**src/rtl/slpd_pkg.sv**
```systemverilog
`timescale 1ns / 1ps
// ----------------------------------------------------------------------------
// slpd_pkg: shared types and constants of the sync/length packet deframer
// Item types of both channels, register indexes and frame layout constants.
// ----------------------------------------------------------------------------
package slpd_pkg;

  // frame layout
  localparam int unsigned SLPD_MAX_FRAME_DEFAULT = 128;
  localparam int unsigned POS_SYNC2              = 1;
  localparam int unsigned POS_ID                 = 2;
  localparam int unsigned POS_LEN                = 3;
  localparam int unsigned POS_PAYLOAD            = 4;
  localparam int unsigned STORE_BYTES            = 28;
  localparam int unsigned STORE_WORDS            = STORE_BYTES / 4;
  localparam int unsigned HEADER_CRC_BYTES       = 6;
  // wide enough for the frame total (6 + 255) and any position up to 256
  localparam int unsigned CMP_W                  = 9;
  localparam int unsigned STORE_IDX_W            = $clog2(STORE_BYTES);

  // configuration register indexes
  typedef enum logic [1:0] {
    CFG_FIRST_SYNC  = 2'd0,
    CFG_SECOND_SYNC = 2'd1,
    CFG_ATTITUDE_ID = 2'd2
  } cfg_reg_e;

  localparam logic [7:0] FIRST_SYNC_RESET  = 8'hAA;
  localparam logic [7:0] SECOND_SYNC_RESET = 8'h55;
  localparam logic [7:0] ATTITUDE_ID_RESET = 8'h01;

  typedef struct packed {
    logic [7:0] rx_byte;
  } rx_item_t;

  typedef struct packed {
    logic [7:0]  message_id;
    logic [7:0]  payload_length;
    logic [31:0] packet_count;
    logic        is_attitude;
    logic [31:0] quat_w_bits;
    logic [31:0] quat_x_bits;
    logic [31:0] quat_y_bits;
    logic [31:0] quat_z_bits;
    logic [31:0] roll_bits;
    logic [31:0] pitch_bits;
    logic [31:0] yaw_bits;
  } result_t;

endpackage

```
**src/rtl/slpd_stream_if.sv**
```systemverilog
`timescale 1ns / 1ps
// ----------------------------------------------------------------------------
// slpd_stream_if: valid/ready channel
// Carries one item per accepted handshake; payload type set per instance.
// ----------------------------------------------------------------------------
interface slpd_stream_if #(
  parameter type payload_t = logic [7:0]
);
  logic     valid;
  logic     ready;
  payload_t payload;

  modport source (output valid, output payload, input ready);
  modport sink   (input valid, input payload, output ready);
endinterface

```
**src/rtl/slpd_out_buf.sv**
```systemverilog
`timescale 1ns / 1ps
// ----------------------------------------------------------------------------
// slpd_out_buf: two-entry result buffer
// Output register plus a skid entry, so ready toward the framer is registered.
// ----------------------------------------------------------------------------
module slpd_out_buf
  import slpd_pkg::*;
(
  input  logic          clk,
  input  logic          rst,
  input  logic          push,
  input  result_t       push_data,
  output logic          push_ready,
  slpd_stream_if.source result
);

  logic    main_valid;
  logic    skid_valid;
  result_t main_data;
  result_t skid_data;
  logic    pop;

  assign pop            = main_valid && result.ready;
  assign push_ready     = !skid_valid;
  assign result.valid   = main_valid;
  assign result.payload = main_data;

  always_ff @(posedge clk) begin
    if (rst) begin
      main_valid <= 1'b0;
      skid_valid <= 1'b0;
    end else if (skid_valid) begin
      if (pop) begin
        skid_valid <= 1'b0;
      end
    end else if (push) begin
      if (main_valid && !pop) begin
        skid_valid <= 1'b1;
      end else begin
        main_valid <= 1'b1;
      end
    end else if (pop) begin
      main_valid <= 1'b0;
    end
  end

  // payload registers, no reset
  always_ff @(posedge clk) begin
    if (skid_valid) begin
      if (pop) begin
        main_data <= skid_data;
      end
    end else if (push) begin
      if (main_valid && !pop) begin
        skid_data <= push_data;
      end else begin
        main_data <= push_data;
      end
    end
  end

endmodule
```
**src/flat_wrapper.sv**
```systemverilog
// flat-port wrapper written by rule: the top's interface ports become plain ports
module slpd_out_buf_flat import slpd_pkg::*;
  (clk, rst, push, push_data, push_ready, result_valid, result_payload, result_ready);
  slpd_stream_if result_i ();
  input  logic clk;
  input  logic rst;
  input  logic push;
  input  result_t push_data;
  output logic push_ready;
  output wire logic [$bits(result_i.valid)-1:0] result_valid;
  output wire logic [$bits(result_i.payload)-1:0] result_payload;
  input wire logic [$bits(result_i.ready)-1:0] result_ready;
  assign result_valid = result_i.valid;
  assign result_payload = result_i.payload;
  assign result_i.ready = result_ready;
  slpd_out_buf u_core (.clk(clk), .rst(rst), .push(push), .push_data(push_data), .push_ready(push_ready), .result(result_i));
endmodule
```
**config.mk**
```make
export PLATFORM = sky130hd
export DESIGN_NAME = slpd_out_buf_flat
export DESIGN_NICKNAME = d
export VERILOG_FILES = /design/src/rtl/slpd_pkg.sv /design/src/rtl/slpd_stream_if.sv /design/src/rtl/slpd_out_buf.sv /design/src/flat_wrapper.sv
export SDC_FILE = /design/constraint.sdc
export NUM_CORES = 1
export LEC_CHECK = 0
export BUFFER_PORTS_ARGS = -buffer_cell sky130_fd_sc_hd__buf_2
export CELL_PAD_IN_SITES_DETAIL_PLACEMENT = 1
export CELL_PAD_IN_SITES_GLOBAL_PLACEMENT = 1
export CORE_AREA = 2 2 112 114
export CTS_CLUSTER_SIZE = 24
export DETAILED_ROUTE_END_ITERATION = 16
export DIE_AREA = 0 0 114 116
export PLACE_DENSITY = 0.7
export SETUP_SLACK_MARGIN = 0.4
export SLEW_MARGIN = 10
export SYNTH_ARGS = -nofsm -noshare
export SYNTH_HDL_FRONTEND = slang
export SYNTH_SLANG_ARGS = --single-unit
```
**constraint.sdc**
```tcl
create_clock -name clk -period 1.7 [get_ports clk]
set_input_delay 0.34 -clock clk [delete_from_list [all_inputs] [get_ports clk]]
set_output_delay 0.34 -clock clk [all_outputs]
set_load 0.03 [all_outputs]
```
# --- Yosys cells after proc, flatten, opt, wreduce, memory -nomap -nowiden ---
# Cells that the tools add are included.
word_totals:
  reg_bits: 18
  wordCells: 28
  input_bits: 277
op_classes:
  eq_ne: 3
  reduce_logical: 9
  bitwise_logic: 1
  n_mux: 11
ops:
  columns: ["operator", "n"]
  rows:
  - ["two-way mux 8 bit", 4]
  - ["AND reduction 3 bit", 3]
  - ["two-way mux 1 bit", 7]
  - ["!= test 2 bit, second input constant", 2]
  - ["nonzero test 2 bit", 2]
  - ["logical AND 1 bit", 2]
  - ["zero test 1 bit", 2]
  - ["!= test 2 x 1 -> 1 bit, second input constant", 1]
  - ["inverter 1 bit", 1]

# --- Longest topological paths before layout ---
logic_depth:
  word_depth: 6
  mapped_depth: 3
  ltp_nobuf: 2

# --- Least setup slack after synthesis ---
# No wires, ideal clock.
synth_path:
  path_type: "register to register"
  start: "register u_core.main_valid (netlist: u_core.result.valid)"
  end: "register u_core.main_data (netlist bit u_core.result.payload[0]), enable pin"
  path_stages_with_launch: 3
  arrival_time_ns: 1.148
  slack_ns: 0.176
  cell_sequence: "dfxtp_1 > mux2i_1 > a21oi_1"
synth_between:
  elab_chain_cells: 5
synth_lines:
  columns: ["item", "line_no", "rtl"]
  rows:
  - ["from (decl)", "slpd_out_buf.sv:17", "logic main_valid;"]
  - ["from (signal assigned)", "slpd_out_buf.sv:30", "main_valid <= 1'b0;"]
  - ["from (signal assigned)", "slpd_out_buf.sv:40", "main_valid <= 1'b1;"]
  - ["from (signal assigned)", "slpd_out_buf.sv:43", "main_valid <= 1'b0;"]
  - ["logical AND 1 bit", "slpd_out_buf.sv:23", "assign pop = main_valid && result.ready;"]
  - ["zero test 1 bit", "slpd_out_buf.sv:54", "if (main_valid && !pop) begin"]
  - ["logical AND 1 bit", "slpd_out_buf.sv:54", null]
  - ["!= test 2 x 1 -> 1 bit (no source line)", null, null]
  - ["AND reduction 3 bit (no source line) (*)", null, null]
  - ["to (signal assigned)", "slpd_out_buf.sv:51", "main_data <= skid_data;"]
  - ["to (signal assigned)", "slpd_out_buf.sv:57", "main_data <= push_data;"]
  - ["to (decl)", "slpd_out_buf.sv:19", "result_t main_data;"]
# Mark *: on every way between the ends. The rest lies on a longest branch, timed or not.
# A chain may end at the register's enable or synchronous reset.

# --- Final worst setup path ---
layout_path:
  start: "register u_core.skid_valid"
  end: "output port push_ready"
layout_between:
  elab_chain_cells: 1
layout_lines:
  columns: ["item", "line_no", "rtl"]
  rows:
  - ["from (decl)", "slpd_out_buf.sv:18", "logic skid_valid;"]
  - ["from (signal assigned)", "slpd_out_buf.sv:31", "skid_valid <= 1'b0;"]
  - ["from (signal assigned)", "slpd_out_buf.sv:34", "skid_valid <= 1'b0;"]
  - ["from (signal assigned)", "slpd_out_buf.sv:38", "skid_valid <= 1'b1;"]
  - ["zero test 1 bit", "slpd_out_buf.sv:24", "assign push_ready = !skid_valid;"]
  - ["to (decl)", "flat_wrapper.sv:9", "output logic push_ready;"]
# Every way passes these cells.

==> run_results.csv <==
group,metric,value,unit
placement,dp_slack,0.292,ns
die,dieWidth,114,um
critical_path,reg2reg_depth,4,
run_status,outcome,"finished clean",
die,rows,40,
critical_path,cp.required,1.36,ns
yosys,ys_seq_area_frac,0.751,
die,start_util,0.0582,
global_route,use_met1,0.0374,
placement,post-dp-hpwl,1390,um
timing,tns,0,ns
global_route,grt_max_degree,13,
global_route,use_met3,0.0110,
timing,period_share,0.726,
pwr,p_leak,0.357,nW
hold_path,hold_end,"u_core.skid_data[1]$_DFFE_PP_",
timing,fmax,810,MHz
global_route,antenna_found_initial,0,
routing,viasPerCell,1.95,
global_route,grt.total_usage,0.0273,
clock_network,cts-root-buf,"clkbuf_16",
yosys,synthTopCellsByArea,"edfxtp_1 (69%), mux2_2 (13%), dfxtp_1 (5.8%)",
routing,drt_first_pass_iters,3,
clock_network,cts_max_path_buffers,2,
timing,hold_viol_final,0,
critical_path,critPathKind,"register to primary output",
pwr,power.total,1.13,mW
critical_path,startpoint_type,"register",
timing,clock_skew,0.00127,ns
yosys,yosysTopAreaCellShare,0.693,
finish,drive_above_1_share,0.594,
finish,finalNetCount,342,
pwr,p_per_area,1050,mW/mm^2
hold_path,min_from,"push_data[1]",
critical_path,r2r-end,"u_core.result.payload[0]$_DFFE_PP_",
global_route,grt_pass1_vias,420,
placement,place_congestion,0.566,
global_route,met2_usage,0.0373,
routing,route.detailed.drc,0,
finish,multi_input_area,155,um^2
hold_path,holdCritPathClass,"primary input to register",
clock_network,clk_latency,0.25,ns
yosys,synth.net_count,315,
finish,areaGrowthSynthToFinish,55.6,%
finish,n_antenna_cell,0,
die,dieHeight,116,um
hold_path,hold_depth,1,
routing,dr.first_iter.drc_count,18,
critical_path,worst_setup_path_end_kind,"primary output",
die,die_area,0.0132,mm^2
clock_network,cts_tree,"yes",
routing,wl_per_cell,8.14,um
yosys,ys_ff_latch,18,
placement,portBuffers,21,
global_route,top_usage_layer,"met1",
clock_network,clock_sinks,18,
timing,min_period,1.23,ns
routing,antenna_left,0,
finish,final_cell_mix,"buf_2 (21), edfxtp_1 (16), mux2_2 (8)",
yosys,synth_cells,38,
timing,setup_slack,0.465,ns
finish,final_cells,211,
yosys,synth_cell_type_count,12,
timing,maxSlewViolCount,0,
finish,regArea,522,um^2
global_route,grt_pass1_wl,2530,um
critical_path,worstReg2RegStart,"u_core.skid_valid$_SDFF_PP0_",
timing,setup_viol,0,
die,core,0.0119,mm^2
critical_path,r2r_setup_slack,0.51,ns
finish,final_common_cell,"buf_2",
pwr,ir_worst_vdd,0.290,mV
critical_path,worstPathMaxFanout,2,
finish,fillCellCount,1398,
timing,slew_headroom,0.839,
placement,placed_cells,207,
clock_network,ctsHoldBuffers,0,
yosys,avgSynthCellArea,18.2,um^2
critical_path,arrival,0.89,ns
timing,hold-worst-slack,0.284,ns
timing,tightest_slew,0.241,ns
global_route,grt_overflow,0,
job,drv_cap,0,
timing,rsz0062_at_grt,"no",
clock_network,clk_pin_slew_worst_paths,0.05,ns
clock_network,cts_buffers,3,
clock_network,htreeDepth,1,
yosys,yosys.area.top_type,"edfxtp_1",
die,ios,287,
yosys,synth_area,693,um^2
yosys,synth-warning-count,0,
routing,wirelength,1720,um
routing,num_vias,412,
-- cell type report --
| cell class | count | area share |
|---|---|---|
| repair buffers | 23 | 0.118 |
| well taps | 147 | 0.171 |
| clock buffers | 3 | 0.0696 |
| clock inverters | 1 | 0.00348 |
| flip-flops and latches | 18 | 0.484 |
| multi-input cells | 16 | 0.144 |
| inverters | 3 | 0.0104 |
-- sequential cells by signal (all words and copies together) (netlist names) --
name                   cells
u_core.result.payload      8
u_core.result.valid        1
u_core.skid_data           8
u_core.skid_valid          1
-- critical path: stages, from the launching register on --
cell and delay, ns:
dfxtp_1 0.31, inv_1 0.12, buf_2 0.22
-- worst max-delay path by stage --
| stage | from | to | slack [ns] | depth (start not counted) |
|---|---|---|---|---|
| floorplan | u_core.skid_valid$_SDFF_PP0_ | u_core.skid_data[0]$_DFFE_PP_ | 0.44 | 2 |
| global placement | result_ready | u_core.skid_data[0]$_DFFE_PP_ | 0.28 | 3 |
| detailed placement | result_ready | u_core.skid_data[1]$_DFFE_PP_ | 0.29 | 3 |
| CTS | u_core.skid_valid$_SDFF_PP0_ | u_core.skid_data[4]$_DFFE_PP_ | 0.41 | 2 |
| global route | u_core.skid_valid$_SDFF_PP0_ | u_core.result.payload[5]$_DFFE_PP_ | 0.42 | 4 |
| finish | u_core.skid_valid$_SDFF_PP0_ | push_ready | 0.47 | 2 |
-- cell usage after synthesis (all sizes together) --
| master | instances |
|---|---|
| and2b | 1 |
| mux2 | 8 |
| mux2i | 1 |
| dfxtp | 2 |
| buf | 1 |
| inv | 3 |
| edfxtp | 16 |
| nand2b | 1 |
| o32ai | 1 |
| and4 | 1 |
| a211oi | 1 |
| a21oi | 2 |
-- where the power goes --
group / switching [mW] / total (mW) / internal, mW
registers: 0.0103 / 0.525 / 0.515
clock network: 0.157 / 0.469 / 0.312
logic: 0.0854 / 0.138 / 0.0522
total: 0.253 / 1.13 / 0.879
-- layer usage --
metal | vias to the layer above | part of all wire
met5 | - | 0
met4 | 0 | 0.015
met3 | 2 | 0.047
met2 | 14 | 0.45
met1 | 199 | 0.49
li1 | 197 | -
-- what timing repair did --
| action | in CTS | in global routing |
|---|---|---|
| resized for setup | 0 | 3 |
| endpoints found under the setup margin | 0 | 16 |
| setup buffers | 0 | 0 |
| endpoints found under the hold margin | 0 | 0 |
-- logic make-up (layout without fill, tap and decap cells) --
| logic type | count (synthesis) | in the layout | synth area share |
|---|---|---|---|
| mux | 9 | 9 | 0.144 |
| simple gates | 3 | 3 | 0.0343 |
| flops | 18 | 18 | 0.751 |
| compound gates | 4 | 4 | 0.0379 |
| buf+inv | 4 | 30 | 0.0325 |
-- stage by stage --
| stage | instance area, um^2 | utilization |
|---|---|---|
| 2_1_floorplan | 698 | - |
| 3_3_place_gp | 991 | 0.0832 |
| 3_5_place_dp | 991 | 0.0832 |
| 4_1_cts | 1070 | 0.0898 |
| 5_1_grt | 1080 | 0.0905 |
| 6_report | 1080 | 0.0905 |
Note: power is estimated with default switching activity, not from simulation.
